<file path="src/rtl/ows_pkg.sv">
// ----------------------------------------------------------------------------
// ows_pkg
// Types and constants for the 1-Wire Search ROM engine.
// ----------------------------------------------------------------------------
package ows_pkg;

  // number of ROM bits walked in one pass
  localparam logic [6:0] ROM_BITS     = 7'd64;
  // positions below this value fall in the family byte
  localparam logic [6:0] FAMILY_LIMIT = 7'd9;

  typedef enum logic [1:0] {
    REQ_CLEAR = 2'd0,
    REQ_BEGIN = 2'd1,
    REQ_BIT   = 2'd2
  } ows_req_e;

  typedef enum logic [1:0] {
    ST_IDLE   = 2'd0,
    ST_FOUND  = 2'd1,
    ST_NO_DEV = 2'd2,
    ST_FAIL   = 2'd3
  } ows_status_e;

  typedef struct packed {
    logic [1:0] req_type;
    logic       presence;
    logic       id_bit;
    logic       complement_bit;
  } ows_in_t;

  typedef struct packed {
    logic        write_valid;
    logic        direction_bit;
    logic [1:0]  pass_status;
    logic [63:0] rom_value;
    logic [3:0]  family_discrepancy;
    logic        last_device;
    logic [7:0]  device_count;
  } ows_out_t;

endpackage

</file>
<file path="src/rtl/onewire_rom_search_engine.sv">
// ----------------------------------------------------------------------------
// onewire_rom_search_engine
// Master side of the 1-Wire Search ROM walk: one direction result per request.
// ----------------------------------------------------------------------------
//  channel | signals                     | payload
//  --------+-----------------------------+----------------------------------
//  request | req_valid, req_stall, req   | ows_in_t: type, presence, bit pair
//  result  | rsp_valid, rsp_stall, rsp   | ows_out_t: direction, status, rom
//
//  one transaction per cycle when no result is stalled; a request is taken
//  into an input register and its result is then registered in the output
//  register. the search state loop is a single compare and update per cycle.
//  synchronous reset clears the search state and the device counter.
//  a stalled result holds; the input register keeps taking requests until
//  both registers are full.
// ----------------------------------------------------------------------------
module onewire_rom_search_engine import ows_pkg::*; (
  input  logic     clk,
  input  logic     rst,
  input  logic     req_valid,
  output logic     req_stall,
  input  ows_in_t  req,
  output logic     rsp_valid,
  input  logic     rsp_stall,
  output ows_out_t rsp
);

  logic     hold_valid;
  ows_in_t  hold;
  logic     advance;
  logic     step;
  logic     accept;
  ows_out_t result;

  assign advance   = !rsp_valid || !rsp_stall;
  assign req_stall = hold_valid && !advance;
  assign accept    = req_valid && !req_stall;
  assign step      = hold_valid && advance;

  ows_core u_core (
    .clk    (clk),
    .rst    (rst),
    .step   (step),
    .req    (hold),
    .result (result)
  );

  always_ff @(posedge clk) begin
    if (rst) begin
      hold_valid <= 1'b0;
      rsp_valid  <= 1'b0;
    end else begin
      if (accept) begin
        hold_valid <= 1'b1;
      end else if (advance) begin
        hold_valid <= 1'b0;
      end
      if (advance) begin
        rsp_valid <= hold_valid;
      end
    end
  end

  always_ff @(posedge clk) begin
    if (accept) begin
      hold <= req;
    end
    if (step) begin
      rsp <= result;
    end
  end

  a_stall_only_when_full: assert property (@(posedge clk) disable iff (rst)
    req_stall |-> (hold_valid && rsp_valid))
    else $error("request stalled with a free register");

  a_dir_only_when_written: assert property (@(posedge clk) disable iff (rst)
    (rsp_valid && !rsp.write_valid) |-> !rsp.direction_bit)
    else $error("direction bit set without a write");

  a_write_not_no_dev: assert property (@(posedge clk) disable iff (rst)
    (rsp_valid && rsp.write_valid) |-> (rsp.pass_status != ST_NO_DEV))
    else $error("bit write reported with no-device status");

  a_family_range: assert property (@(posedge clk) disable iff (rst)
    rsp_valid |-> (rsp.family_discrepancy <= 4'd8))
    else $error("family discrepancy beyond family byte");

endmodule

</file>
<file path="src/rtl/ows_core.sv">
// ----------------------------------------------------------------------------
// ows_core
// Search state registers and the per-transaction branch choice and update.
// ----------------------------------------------------------------------------
module ows_core import ows_pkg::*; (
  input  logic     clk,
  input  logic     rst,
  input  logic     step,
  input  ows_in_t  req,
  output ows_out_t result
);

  logic [63:0] rom_id, rom_id_next;
  logic [6:0]  bit_position, bit_position_next;
  logic [6:0]  last_discrepancy, last_discrepancy_next;
  logic [6:0]  last_zero_pos, last_zero_pos_next;
  logic [3:0]  family_disc, family_disc_next;
  logic        last_device_flag, last_device_flag_next;
  logic        pass_active, pass_active_next;
  logic [7:0]  found_count, found_count_next;

  logic        dir;
  logic        wvalid;
  logic [1:0]  status;
  logic [5:0]  idx;
  logic [6:0]  bp_inc;

  assign idx    = bit_position[5:0] - 6'd1;
  assign bp_inc = bit_position + 7'd1;

  always_comb begin
    rom_id_next           = rom_id;
    bit_position_next     = bit_position;
    last_discrepancy_next = last_discrepancy;
    last_zero_pos_next    = last_zero_pos;
    family_disc_next      = family_disc;
    last_device_flag_next = last_device_flag;
    pass_active_next      = pass_active;
    found_count_next      = found_count;
    dir    = 1'b0;
    wvalid = 1'b0;
    status = ST_IDLE;
    case (req.req_type)
      REQ_CLEAR: begin
        last_discrepancy_next = '0;
        family_disc_next      = '0;
        last_device_flag_next = 1'b0;
        pass_active_next      = 1'b0;
        bit_position_next     = 7'd1;
      end
      REQ_BEGIN: begin
        if (last_device_flag || !req.presence) begin
          last_discrepancy_next = '0;
          family_disc_next      = '0;
          last_device_flag_next = 1'b0;
          pass_active_next      = 1'b0;
          status                = ST_NO_DEV;
        end else begin
          pass_active_next   = 1'b1;
          bit_position_next  = 7'd1;
          last_zero_pos_next = '0;
        end
      end
      REQ_BIT: begin
        if (pass_active) begin
          if (req.id_bit && req.complement_bit) begin
            last_discrepancy_next = '0;
            family_disc_next      = '0;
            last_device_flag_next = 1'b0;
            pass_active_next      = 1'b0;
            status                = ST_FAIL;
          end else begin
            if (req.id_bit != req.complement_bit) begin
              dir = req.id_bit;
            end else begin
              // discrepancy: follow old path below, take 1 at, 0 beyond
              if (bit_position < last_discrepancy) begin
                dir = rom_id[idx];
              end else begin
                dir = (bit_position == last_discrepancy);
              end
              if (!dir) begin
                last_zero_pos_next = bit_position;
                if (bit_position < FAMILY_LIMIT) begin
                  family_disc_next = bit_position[3:0];
                end
              end
            end
            rom_id_next[idx]  = dir;
            wvalid            = 1'b1;
            bit_position_next = bp_inc;
            if (bp_inc > ROM_BITS) begin
              pass_active_next      = 1'b0;
              last_discrepancy_next = last_zero_pos_next;
              last_device_flag_next = (last_zero_pos_next == 7'd0);
              if (rom_id_next[7:0] == 8'd0) begin
                last_discrepancy_next = '0;
                family_disc_next      = '0;
                last_device_flag_next = 1'b0;
                status                = ST_FAIL;
              end else begin
                found_count_next = found_count + 8'd1;
                status           = ST_FOUND;
              end
            end
          end
        end
      end
      default: begin
      end
    endcase
  end

  always_comb begin
    result.write_valid        = wvalid;
    result.direction_bit      = dir;
    result.pass_status        = status;
    result.rom_value          = rom_id_next;
    result.family_discrepancy = family_disc_next;
    result.last_device        = last_device_flag_next;
    result.device_count       = found_count_next;
  end

  always_ff @(posedge clk) begin
    if (rst) begin
      rom_id           <= '0;
      bit_position     <= 7'd1;
      last_discrepancy <= '0;
      last_zero_pos    <= '0;
      family_disc      <= '0;
      last_device_flag <= 1'b0;
      pass_active      <= 1'b0;
      found_count      <= '0;
    end else if (step) begin
      rom_id           <= rom_id_next;
      bit_position     <= bit_position_next;
      last_discrepancy <= last_discrepancy_next;
      last_zero_pos    <= last_zero_pos_next;
      family_disc      <= family_disc_next;
      last_device_flag <= last_device_flag_next;
      pass_active      <= pass_active_next;
      found_count      <= found_count_next;
    end
  end

endmodule
</file>
<file path="config.mk">
export PLATFORM = sky130hd
export DESIGN_NAME = onewire_rom_search_engine
export DESIGN_NICKNAME = d
export VERILOG_FILES = /design/src/rtl/ows_pkg.sv /design/src/rtl/onewire_rom_search_engine.sv /design/src/rtl/ows_core.sv
export SDC_FILE = /design/constraint.sdc
export NUM_CORES = 1
export LEC_CHECK = 0
export ABC_CLOCK_PERIOD_IN_PS = 4600
export BUFFER_PORTS_ARGS = -buffer_cell sky130_fd_sc_hd__buf_2
export CORE_ASPECT_RATIO = 2
export CORE_MARGIN = 2
export CORE_UTILIZATION = 50
export DETAILED_ROUTE_END_ITERATION = 8
export PLACE_DENSITY = 0.72
export SLEW_MARGIN = 10
export SYNTH_ARGS = -nofsm -noshare
export SYNTH_HDL_FRONTEND = slang
export SYNTH_SLANG_ARGS = --single-unit
</file>
<file path="constraint.sdc">
create_clock -name clk -period 4.6 [get_ports clk]
set_input_delay 0.92 -clock clk [delete_from_list [all_inputs] [get_ports clk]]
set_output_delay 0.92 -clock clk [all_outputs]
set_load 0.01 [all_outputs]
</file>
=== Yosys cells after proc, flatten, opt, wreduce, memory -nomap -nowiden ===
Cells that the tools add are included.

* Output and inout bits: 83
* Logic and storage cells: 134
* Register bits after elaboration: 187

* Equality and inequality tests: 9
* Reduce and logical (&&, ||, !) cells: 24
* Magnitude comparators: 5
* Add/sub/neg operators: 3
* Bitwise logic cells: 2
* Mux-type cells: 70

{| class="wikitable"
|+ Operators by type and width
! operator !! count
|-
| 64-bit 2-to-1 mux || 3
|-
| 7-bit 2-to-1 mux || 16
|-
| 64-bit bitwise mux || 1
|-
| 7-bit one-hot mux with 3 select lines || 2
|-
| 8-bit 2-to-1 mux || 5
|-
| 4-bit 2-to-1 mux || 8
|-
| 1-bit 2-to-1 mux || 23
|-
| 5-bit AND reduction || 3
|-
| 7-bit one-hot mux with 2 select lines || 1
|-
| 4-bit one-hot mux with 3 select lines || 1
|-
| 2-bit 2-to-1 mux || 5
|-
| 8-bit by 1-bit adder with 8-bit output (second input constant) || 1
|-
| 8-bit zero test || 1
|-
| 7-bit by 1-bit adder with 7-bit output (second input constant) || 1
|-
| 7-bit == test || 1
|-
| 7-bit > comparator (second input constant) || 1
|-
| 7-bit zero test || 1
|-
| 6-bit by 7-bit less-than comparator with 1-bit output (second input constant) || 1
|-
| 7-bit by 4-bit less-than comparator with 1-bit output (second input constant) || 1
|-
| 7-bit less-than comparator || 1
|-
| 1-bit binary-select mux with 6-bit select || 1
|-
| 1-bit demux with 6-bit select || 1
|-
| 6-bit by 1-bit >= comparator with 1-bit output (second input constant) || 1
|-
| 1-bit one-hot mux with 3 select lines || 2
|-
| other kinds (17) || 31
|}

=== Depth between registers and ports, before layout ===
Gate-level depths: netlist of run 1.

* Depth after elaboration: 19
* Mapped depth: 18
* Gate-level depth less buffers: 11

=== Hierarchy ===
Synthesis of run 1 repeated with hierarchy kept, for this count alone.

* Cells, all modules: 1054
* Area total of the unflattened synthesis: 9572.9 um^2

{| class="wikitable"
|+ Modules (own cells, without submodules)
! module !! area each (um^2) !! cells each !! instances
|-
| ows_core || 6904.1 || 958 || 1
|-
| onewire_rom_search_engine || 2668.8 || 96 || 1
|}

=== Least setup slack after synthesis of run 1 ===
No wires, ideal clock.

* Path kind: input port to flip-flop
* Start: input rsp_stall
* End: register rsp[0] (netlist name) (enable)
* Stages: 6
* Arrival time: 4.028 ns
* Slack: 0.095 ns
* Required time: 4.123 ns
* Path buffers: 3
* Cell sequence: nand2_1 -> nand2_1 -> clkbuf_1 -> inv_1 -> clkbuf_1 -> buf_1

* Cells in the longest elaborated chain, start to end: 3

{| class="wikitable"
|+ Ends and longest elaborated chain
! item !! RTL line !! source
|-
| start: declaration || onewire_rom_search_engine.sv:24 || <nowiki>input logic rsp_stall,</nowiki>
|-
| 1-bit zero test || onewire_rom_search_engine.sv:35 || <nowiki>assign advance = !rsp_valid || !rsp_stall;</nowiki>
|-
| 1-bit logical OR || onewire_rom_search_engine.sv:35 ||
|-
| 1-bit logical AND || onewire_rom_search_engine.sv:38 || <nowiki>assign step = hold_valid && advance;</nowiki>
|-
| net step || onewire_rom_search_engine.sv:31 || <nowiki>logic step;</nowiki>
|-
| end signal: assignment || onewire_rom_search_engine.sv:69 || <nowiki>rsp <= result;</nowiki>
|-
| end: declaration || onewire_rom_search_engine.sv:25 || <nowiki>output ows_out_t rsp</nowiki>
|}

The timed path passes the listed nets, and every way through them passes these cells.
A chain may end at the register's enable or synchronous reset.

==> results_dict.tcl, run 1 <==
set metrics [dict create \
    multiInputGateArea_sq_um 4576 \
    cpMostUsedCell "nand4_1" \
    ant_nets 0 \
    die_h_microns 199.7 \
    syn_avg_cell_area_sq_um 9.025 \
    fin_util 0.5793 \
    cts_resized 0 \
    synth-edff-count 86 \
    dr_total_vias 8410 \
    post-cts-setup-buffer-count 0 \
    yosys.cell_types.count 68 \
    total_leakage_power_nw 3.966 \
    ys_seq_area_frac 0.4809 \
    cts_tree "done" \
    grt_usage 0.2717 \
    p_per_area_nw_per_um2 324.4 \
    crit_family "simple AND/OR/NAND/NOR gates" \
    syn_to_final_growth_pct 13.94 \
    skew_ns 0.009586 \
    clock-sinks 187 \
    finalSetupViolCount 0 \
    dieArea_sq_um 20340 \
    setup_ws_ns 0.5738 \
    reg2reg_slack_ns 0.57 \
    hold_viol 0 \
    grt_pass1_wl_microns 42010 \
    pre_cts_ws_ns 0.6039 \
    tns_ns 0 \
    startpoint_type "flip-flop" \
    root_buffer "clkbuf_16" \
    dp_hpwl_microns 19170 \
    ctsHoldBuffers 0 \
    fin_crit_sh 0.8753 \
    fin_crit_ns 4.026 \
    ioPinCount 92 \
    ys.flop_type "dfxtp_1" \
    register_area_sq_um 4604 \
    required_ns 4.80 \
    port_buffers 91 \
    die_x_microns 101.9 \
    critPathKind "reg -> reg" \
    initial_utilization 0.5084 \
    route.detailed.drc 0 \
    wirelength_microns 27070 \
    n_fill_cell 1709 \
    drt_iter0_markers 696 \
    gp_congestion 0.9997 \
    num-nets-final 1153 \
    numCtsBuffers 17 \
    slew_headroom 0.2714 \
    arrival_ns 4.22 \
    synth.cell_area_sq_um 9575 \
    crit_chain "inv_1 -> ha_1 -> buf_4 -> xnor2_4 -> mux2i_1 -> nand4_1 -> a2111oi_0 -> nand4_1 -> o2111a_1 -> nor3_2 -> mux2_2" \
    crit_path_end_kind "flip-flop" \
    grt_pass1_vias 7890 \
    slowest_stage "nor3_2" \
    synth_fp_nets 1084 \
    max_freq_mhz 248.4 \
    grt_max_degree 57 \
    slowest_delay_ns 0.61 \
    cap_violations 0 \
    fp-row-count 71 \
    grt-ovfl-total 0 \
    synth_warnings 0 \
    n_antenna_cell 0 \
    critPathMaxFanout 14 \
    clock_latency_ns 0.44 \
    ir_drop_uv 281.4 \
    synthCells 1061 \
    synth-seq-cells 187 \
    antenna_found_initial 0 \
    outcome "complete, no violations" \
    cts.path.max_buffers 2 \
    synth_async_sr_flop_share 0 \
    htree_levels 4 \
    rsz0062_at_grt "false" \
    via_per_inst 6.016 \
    first_pass_iters 6 \
    hp-class "reg -> reg" \
    wl_per_cell_microns 19.36 \
    clkSlewWorstSetupHoldPaths_ns 0.08 \
    path_buf_inv 2 \
    drive_above_1_share 0.1662 \
    design.core.area_sq_um 18830 \
    final-max-slew-violation-count 0 \
    worstMarginPinSlew_ns 1.084 \
]
[cells in the final DEF (no fill, tap or decap), types with 5 or more instances in the layout]
master / synthesis / layout
inv_1: 27 / 26
a31oi_1: 8 / 8
edfxtp_1: 86 / 86
xnor2_1: 9 / 9
nand3_1: 49 / 49
nor2b_1: 7 / 7
a22o_1: 9 / 9
mux4_2: 6 / 6
dfxtp_1: 101 / 101
nor3_1: 15 / 15
nor4_1: 6 / 5
ha_1: 14 / 14
o21ai_1: 8 / 9
nand2_1: 161 / 161
o21ai_0: 112 / 111
buf_2: 16 / 91
mux2_2: 12 / 12
nand4_1: 5 / 5
and3_1: 14 / 14
a211oi_1: 5 / 5
buf_4: 2 / 31
nand2b_1: 9 / 9
nor2_1: 93 / 93
nor3b_1: 12 / 12
o21a_1: 9 / 9
a21oi_1: 73 / 73
a21o_1: 5 / 5
mux2i_1: 37 / 37
or2_2: 5 / 5
clkbuf_16: 0 / 18
o31ai_1: 32 / 32
[registers in the layout (all words and copies together) (netlist names), 4 cells and up]
register / cells
hold: 5
rsp: 81
u_core.bit_position: 7
u_core.family_disc: 4
u_core.found_count: 8
u_core.last_discrepancy: 7
u_core.last_zero_pos: 7
u_core.rom_id: 64
[path summary, 6_finish.rpt]
check	cells past startpoint	startpoint	to
max	11	u_core.bit_position[0]	rsp[1]
min	2	u_core.last_discrepancy[5]	u_core.last_discrepancy[5]
max reg2reg	11	u_core.bit_position[0]	rsp[1]
min reg2reg	2	u_core.last_discrepancy[5]	u_core.last_discrepancy[5]
[power by group]
group	internal, W	leakage (nW)	switching, W
sequential	0.00177	1.62	0.0000131
combinational	0.0000861	2.06	0.000197
clock	0.000757	0.287	0.000712
[synthesized netlist by cell type, drive strengths merged, types with 4 or more instances]
cell type / count / area share
mux4: 6 / 0.014
nand3b: 4 / 0.0031
and3: 14 / 0.0091
ha: 14 / 0.018
edfxtp: 86 / 0.27
or2: 5 / 0.0033
a21oi: 73 / 0.038
mux2: 12 / 0.014
o21ai: 120 / 0.063
nand4: 5 / 0.0033
mux2i: 37 / 0.039
inv: 27 / 0.011
a22o: 9 / 0.0082
dfxtp: 101 / 0.21
a21o: 5 / 0.0039
nor2b: 7 / 0.0046
a31oi: 8 / 0.0052
o31ai: 32 / 0.025
and2: 5 / 0.0033
nand2: 161 / 0.063
nor3b: 12 / 0.0094
o21a: 9 / 0.0071
nor2: 93 / 0.036
xnor2: 10 / 0.011
nor3: 16 / 0.0089
nand2b: 9 / 0.0059
buf: 24 / 0.013
nand3: 49 / 0.026
a211oi: 5 / 0.0039
nor4: 6 / 0.0039
clkbuf: 49 / 0.019
[per-stage QoR]
stage	std cells	area [sq um]	hold WS, ns	power [W]
final	1398	10910	0.4487	0.003539
after global routing	1398	10910	0.4721	0.003643
after CTS	1398	10910	0.4536	0.003553
after detailed placement	1366	10310	0.4428	0.002104
after global placement	1366	10310	0.4350	0.002101
after floorplan	1061	9575	0.4272	0.002014
[tightest hold or removal path, stage by stage, from the launching register on]
cell and delay (ns):
dfxtp_1 0.31, nand2_1 0.05, o21ai_1 0.05
[metal layers]
layer  GRT usage  wire [microns]  share of wire  up-vias
li1            -               -              -     3967
met1      0.2988            9872           0.36     3971
met2      0.4703           13970           0.52      363
met3     0.03568            1324          0.049      109
met4      0.1956            1896          0.070        0
met5           0               0              0        -
[cell type report]
type	count	area share
Multi-Input combinational cell	774	0.4194
Tap cell	255	0.02924
Timing Repair Buffer	123	0.06491
Inverter	27	0.009404
Clock inverter	14	0.01376
Clock buffer	18	0.04128
Sequential cell	187	0.4220
[kinds of logic (layout without fill, tap and decap cells)]
group / Yosys count / after routing / share of synthesized area
AND/OR/NAND/NOR: 396 / 396 / 0.1896
adder cells (fa/ha/maj): 14 / 14 / 0.01829
buffers and inverters: 100 / 182 / 0.04286
AO/OA/AOI/OAI: 297 / 297 / 0.1878
flip-flops: 187 / 187 / 0.4809
XOR/XNOR: 12 / 12 / 0.01372
multiplexers: 55 / 55 / 0.06690
Note: power is estimated with default switching activity, not from simulation.
==> run 2, diff against run 1 <==
Settings changed: ABC_AREA set to 1.
==> results_dict.tcl, run 2 <==
set metrics [dict create \
    clock_latency_ns 0.44 \
    route.detailed.drc 0 \
    grt_pass1_wl_microns 37530 \
    clkSlewWorstSetupHoldPaths_ns 0.07 \
    synth_async_sr_flop_share 0 \
    layout_common_cells "nand2_1, nor2_1, a21oi_1" \
    cts_resized 0 \
    syn_to_final_growth_pct 13.01 \
    hp-start "u_core.last_discrepancy[6]" \
    fin_crit_sh 0.7602 \
    grt_pass1_vias 7654 \
    wl_per_cell_microns 15.83 \
    critPathMaxFanout 57 \
    synth.cell_area_sq_um 9195 \
    startpoint "u_core.bit_position[0]" \
    synth_fp_nets 1233 \
    hold_viol 0 \
    wl_met3_microns 1206 \
    synth-edff-count 86 \
    fin_util 0.5732 \
    synth.most_common_cell "nand2_1" \
    cap_violations 0 \
    required_ns 4.88 \
    dp_hpwl_microns 16500 \
    syn_avg_cell_area_sq_um 7.599 \
    dieArea_sq_um 19560 \
    finalSetupViolCount 0 \
    ys.flop_type "dfxtp_1" \
    grt_max_degree 85 \
    top_layer "met4" \
    slowest_delay_ns 0.64 \
    n_antenna_cell 0 \
    dp_cells 1478 \
    ant_nets 0 \
    crit_path_end_kind "flip-flop" \
    ys_seq_area_frac 0.5007 \
    drt_iter0_markers 591 \
    antenna_found_initial 0 \
    synth_warnings 0 \
    yosys.area_share.simple 0.2643 \
    fin_area_sq_um 10390 \
    synth_compound_area_frac 0.1344 \
    n_fill_cell 1712 \
    synth_top_family_by_area "simple AND/OR/NAND/NOR gates" \
    synth_xor_area_frac 0.007348 \
    rr_startpoint "u_core.bit_position[0]" \
    crit_family "simple AND/OR/NAND/NOR gates" \
    slowest_stage "dfxtp_2" \
    initial_utilization 0.5072 \
    ioPinCount 92 \
    wirelength_microns 23900 \
    synth_mux_area_frac 0 \
    port_buffers 91 \
    regMostFlops "rsp" \
    fin_crit_ns 3.497 \
    critPathKind "reg -> reg" \
    total_leakage_power_nw 4.334 \
    skew_ns 0.01091 \
    p_per_area_nw_per_um2 370.2 \
    dpl_cell_area_sq_um 9793 \
    final_cells 1510 \
    die_x_microns 99.89 \
    worstMarginPinSlew_ns 0.9508 \
    startpoint_type "flip-flop" \
    wl_met2_microns 12700 \
    via_per_inst 5.439 \
    rsz0062_at_grt "false" \
    design.core.area_sq_um 18130 \
    clock-sinks 187 \
    reg_top3 "rsp: 81 flops, u_core.rom_id: 64 flops, u_core.found_count: 8 flops" \
    synth_top_area_frac 0.2809 \
    root_buffer "clkbuf_16" \
    numCtsBuffers 17 \
    grt-ovfl-total 0 \
    fin_hold_ws_ns 0.4653 \
    tns_ns 0 \
    largest_reg_flops 81 \
    path_buf_inv 4 \
    synthAdderAreaFrac 0.01905 \
    num-nets-final 1304 \
    die_h_microns 195.8 \
    arrival_ns 3.78 \
    yosys-top-cells-area "edfxtp_1, dfxtp_1, nand2_1" \
    synth_commonest_cells "nand2_1, nor2_1, inv_1" \
    slew_headroom 0.3661 \
    final_common_cell "nand2_1" \
    first_pass_iters 8 \
    cts_tree "done" \
    post-cts-setup-buffer-count 0 \
    ctsHoldBuffers 0 \
    synth-seq-cells 187 \
    htree_levels 4 \
    grt_usage 0.2454 \
    synthCells 1210 \
    final-max-slew-violation-count 0 \
    dr_total_vias 8213 \
    ir_drop_uv 243.8 \
    outcome "complete, no violations" \
    hp-class "reg -> reg" \
    yosys.area.top_type "edfxtp_1" \
    drive_above_1_share 0.1267 \
    fp-row-count 70 \
    yosys.cell_types.count 37 \
    cpMostUsedCell "nand2_1" \
    gp_congestion 0.8817 \
    max_freq_mhz 286.0 \
    cts.path.max_buffers 2 \
    wl_met1_microns 8789 \
    crit_chain "inv_2 -> ha_1 -> or2_1 -> nand2_1 -> inv_2 -> nand2_1 -> nand3_1 -> nand2_1 -> nand2_1 -> nand2_1 -> inv_1 -> nand2_1 -> nand2_4 -> nand2_2 -> buf_4 -> a21oi_1 -> nor2_1 -> a211oi_1" \
]
==> run 2: cell types whose count changed in the layout (fill, tap and decap cells not counted), moves of 32 or more <==
cell,change
nor2_1,+157
nand2_1,+107
inv_1,+75
mux2i_1,-37
o21ai_0,-32
o31ai_1,-32
==> run 2: kinds of logic (layout without fill, tap and decap cells) <==
kind of cell / count (synthesis) / in the layout
simple gates: 602 / 602
compound gates: 229 / 229
flops: 187 / 187
buf+inv: 172 / 256
fa+ha+maj: 14 / 14
xor+xnor: 6 / 6
==> run 2: final timing paths <==
kind / end / cells past startpoint / slack (ns)
hold reg to reg: u_core.last_discrepancy[6] / 2 / 0.47
setup reg to reg: u_core.rom_id[62] / 18 / 1.10
hold / removal: u_core.last_discrepancy[6] / 2 / 0.47
setup / recovery: u_core.rom_id[62] / 18 / 1.10
==> run 2: cell type report <==
class / count / area [sq um] / area share
Clock inverter: 14 / 168.9 / 0.01626
Timing Repair Buffer: 102 / 538.0 / 0.05178
Sequential cell: 187 / 4606 / 0.4432
Clock buffer: 18 / 429.2 / 0.04130
Inverter: 122 / 457.9 / 0.04407
Tap cell: 216 / 270.3 / 0.02601
Multi-Input combinational cell: 851 / 3921 / 0.3774
==> run 2: layer usage <==
metal  track usage  up-vias
met2        0.4515      287
met5             0        -
met1        0.2603     3765
li1              -     4090
met3       0.03563       71
met4        0.1410        0
==> run 2: stage by stage <==
step | setup WS, ns | total power, W
floorplan | 0.1982 | 0.002239
global placement | 1.191 | 0.002361
detailed placement | 1.167 | 0.002369
CTS | 1.091 | 0.003863
global route | 0.7042 | 0.003983
finish | 1.103 | 0.003847
==> run 2: tightest hold or removal path: stages (launching register included) <==
cell and delay [ns]:
dfxtp_1 0.31, nand2_1 0.06, a21oi_1 0.05
==> run 2: report_power, final <==
| group | switching (W) | leakage (nW) | internal, W |
|---|---|---|---|
| sequential | 0.0000488 | 1.66 | 0.00184 |
| combinational | 0.000310 | 2.39 | 0.000140 |
| clock | 0.000654 | 0.280 | 0.000856 |
| total | 0.00101 | 4.33 | 0.00283 |
==> run 3, diff against run 2 <==
Settings changed: ABC_CLOCK_PERIOD_IN_PS 4600 to 2800.
Clock period 4.6 ns to 2.8 ns, I/O delays scaled along.
==> results_dict.tcl, run 3 (synthesis gave the netlist of run 2 again) <==
set metrics [dict create \
    outcome "finished with violations" \
    violations "negative setup slack" \
    fin_crit_sh 1.022 \
    grt_pass1_vias 8124 \
    design.core.area_sq_um 18130 \
    port_buffers 91 \
    combPwrFrac 0.145 \
    route.detailed.drc 0 \
    setup_ws_ns -0.06118 \
    p_int_w 0.004786 \
    cts.path.max_buffers 2 \
    ioPinCount 92 \
    grt-ovfl-total 0 \
    swShare 0.2682 \
    die_x_microns 99.89 \
    critPathMaxFanout 7 \
    cap_violations 0 \
    crit_chain "inv_4 -> ha_4 -> buf_12 -> buf_4 -> nand2_1 -> nand2_1 -> nand2_1 -> nand3_1 -> a21oi_2 -> nor2_2 -> nand2_2 -> nand2_4 -> nand3_2 -> nand2_1 -> nor2_1 -> nand2_2 -> inv_2 -> nand2_4 -> buf_4 -> nand4_1 -> nand2_1 -> nand2_2 -> inv_1" \
    total_leakage_power_nw 4.885 \
    p_per_area_nw_per_um2 563.8 \
    required_ns 3.02 \
    p_sw_w 0.001754 \
    dp_hpwl_microns 17320 \
    slowest_stage "dfxtp_4" \
    fin_area_sq_um 11600 \
    reg2reg_slack_ns -0.06 \
    first_pass_iters 5 \
    antenna_found_initial 0 \
    ctsHoldBuffers 0 \
    gp_congestion 0.9036 \
    htree_levels 4 \
    grt_usage 0.2589 \
    fin_crit_ns 2.861 \
    fp-row-count 70 \
    syn_to_final_growth_pct 26.15 \
    via_per_inst 5.433 \
    drt_iter0_markers 602 \
    dpl_cell_area_sq_um 10400 \
    crit_end "rsp[3]" \
    r2r_end "rsp[3]" \
    rr_startpoint "u_core.bit_position[0]" \
    layout_common_cells "nand2_1, nor2_1, inv_1" \
    initial_utilization 0.5072 \
    worstMarginPinSlew_ns 0.7733 \
    dieArea_sq_um 19560 \
    startpoint "u_core.bit_position[0]" \
    die_h_microns 195.8 \
    final-max-slew-violation-count 0 \
    wirelength_microns 25530 \
    rsz0062_at_grt "true" \
    dr_total_vias 8660 \
    clock_latency_ns 0.45 \
    reg_top3 "rsp: 81 flops, u_core.rom_id: 64 flops, u_core.found_count: 8 flops" \
    path_depth 23 \
    hold_viol 0 \
    clock-sinks 187 \
    hp-class "in -> reg" \
    drive_above_1_share 0.2417 \
    pre_cts_ws_ns -0.1490 \
    regMostFlops "rsp" \
    root_buffer "clkbuf_16" \
    n_antenna_cell 0 \
    largest_reg_flops 81 \
    cts_tree "done" \
    final_common_cell "nand2_1" \
    slowest_delay_ns 0.37 \
    critPathKind "reg -> reg" \
    num-nets-final 1388 \
    ant_nets 0 \
    max_freq_mhz 349.5 \
    cpMostUsedCell "nand2_1" \
    ir_drop_uv 456.3 \
    wl_per_cell_microns 16.02 \
    clkSlewWorstSetupHoldPaths_ns 0.07 \
    arrival_ns 3.08 \
    grt_max_degree 149 \
    rr_worst_depth 23 \
    crit_path_end_kind "flip-flop" \
    startpoint_type "flip-flop" \
    skew_ns 0.01615 \
    power.total_w 0.006540 \
    power_frac_clock 0.382 \
    grt_pass1_wl_microns 39430 \
    seq_power_share 0.473 \
    crit_family "simple AND/OR/NAND/NOR gates" \
    path_buf_inv 6 \
    finalSetupViolCount 14 \
    slew_headroom 0.4844 \
    numCtsBuffers 17 \
]
run 3: cell count changes in the layout (fill, tap and decap cells not counted), sizes merged:
cell,before,now
clkinv,14,12
buf,102,182
inv,115,118
nor2,257,258
nand2,272,273
clkbuf,18,21
clkinvlp,4,2
run 3: worst min path at each step:
| stage | start | endpoint | slack [ns] | depth (start not counted) |
|---|---|---|---|---|
| floorplan | u_core.family_disc[0] | u_core.family_disc[0] | 0.44 | 2 |
| global placement | u_core.last_discrepancy[1] | u_core.last_discrepancy[1] | 0.45 | 2 |
| detailed placement | u_core.last_discrepancy[1] | u_core.last_discrepancy[1] | 0.46 | 2 |
| CTS | req[1] | hold[1] | 0.28 | 1 |
| global route | req[1] | hold[1] | 0.28 | 1 |
| finish | req[0] | hold[0] | 0.28 | 1 |
run 3: through the flow:
stage | utilization | TNS (ns) | hold WS, ns | instances
floorplan | - | 0 | 0.4439 | 1210
global placement | 0.5736 | -0.1254 | 0.4507 | 1547
detailed placement | 0.5736 | -1.627 | 0.4572 | 1547
CTS | 0.6232 | -0.01889 | 0.2770 | 1587
global route | 0.6398 | -7.171 | 0.2762 | 1594
finish | 0.6398 | -0.5643 | 0.2832 | 1594
run 3: routing by layer:
| metal | GRT usage | vias to the layer above | routed length, microns |
|---|---|---|---|
| met2 | 0.4795 | 287 | 14000 |
| met4 | 0.1471 | 0 | 1371 |
| met1 | 0.2720 | 4018 | 9131 |
| met5 | 0 | - | 0 |
| met3 | 0.03776 | 88 | 1024 |
| li1 | - | 4267 | - |
run 3: what timing repair did:
| item | 4_1_cts | 5_1_grt |
|---|---|---|
| pin swaps | 29 | 38 |
| gates resized for setup | 49 | 69 |
| setup endpoints to repair | 43 | 87 |
| cloned | 2 | 3 |
| buffers inserted | 6 | 5 |
run 3: worst register-to-register path: stages, from the launching register on:
cell     delay (ns)
dfxtp_4        0.37
inv_4          0.05
ha_4           0.27
buf_12         0.15
buf_4          0.14
nand2_1        0.08
nand2_1        0.06
nand2_1        0.05
nand3_1        0.08
a21oi_2        0.15
nor2_2         0.05
nand2_2        0.11
nand2_4        0.11
nand3_2        0.11
nand2_1        0.07
nor2_1         0.14
nand2_2        0.10
inv_2          0.08
nand2_4        0.08
buf_4          0.15
nand4_1        0.07
nand2_1        0.06
nand2_2        0.07
inv_1          0.04
run 3: area by class of cell:
cell class / instances / area (sq um)
Clock buffer: 19 / 432.9
Fill cell: 1615 / 6530
Tap cell: 216 / 270.3
Clock inverter: 13 / 167.7
Timing Repair Buffer: 184 / 1331
Inverter: 122 / 473.0
Multi-Input combinational cell: 853 / 4308
Sequential cell: 187 / 4617
run 3: power by group through the flow:
stage	combinational, W	sequential, W	clock, W
after floorplan	0.000507	0.00317	0
after global placement	0.000825	0.00315	0
after detailed placement	0.000836	0.00315	0
after CTS	0.000883	0.00309	0.00252
after global routing	0.00105	0.00311	0.00262
final	0.000950	0.00309	0.00250
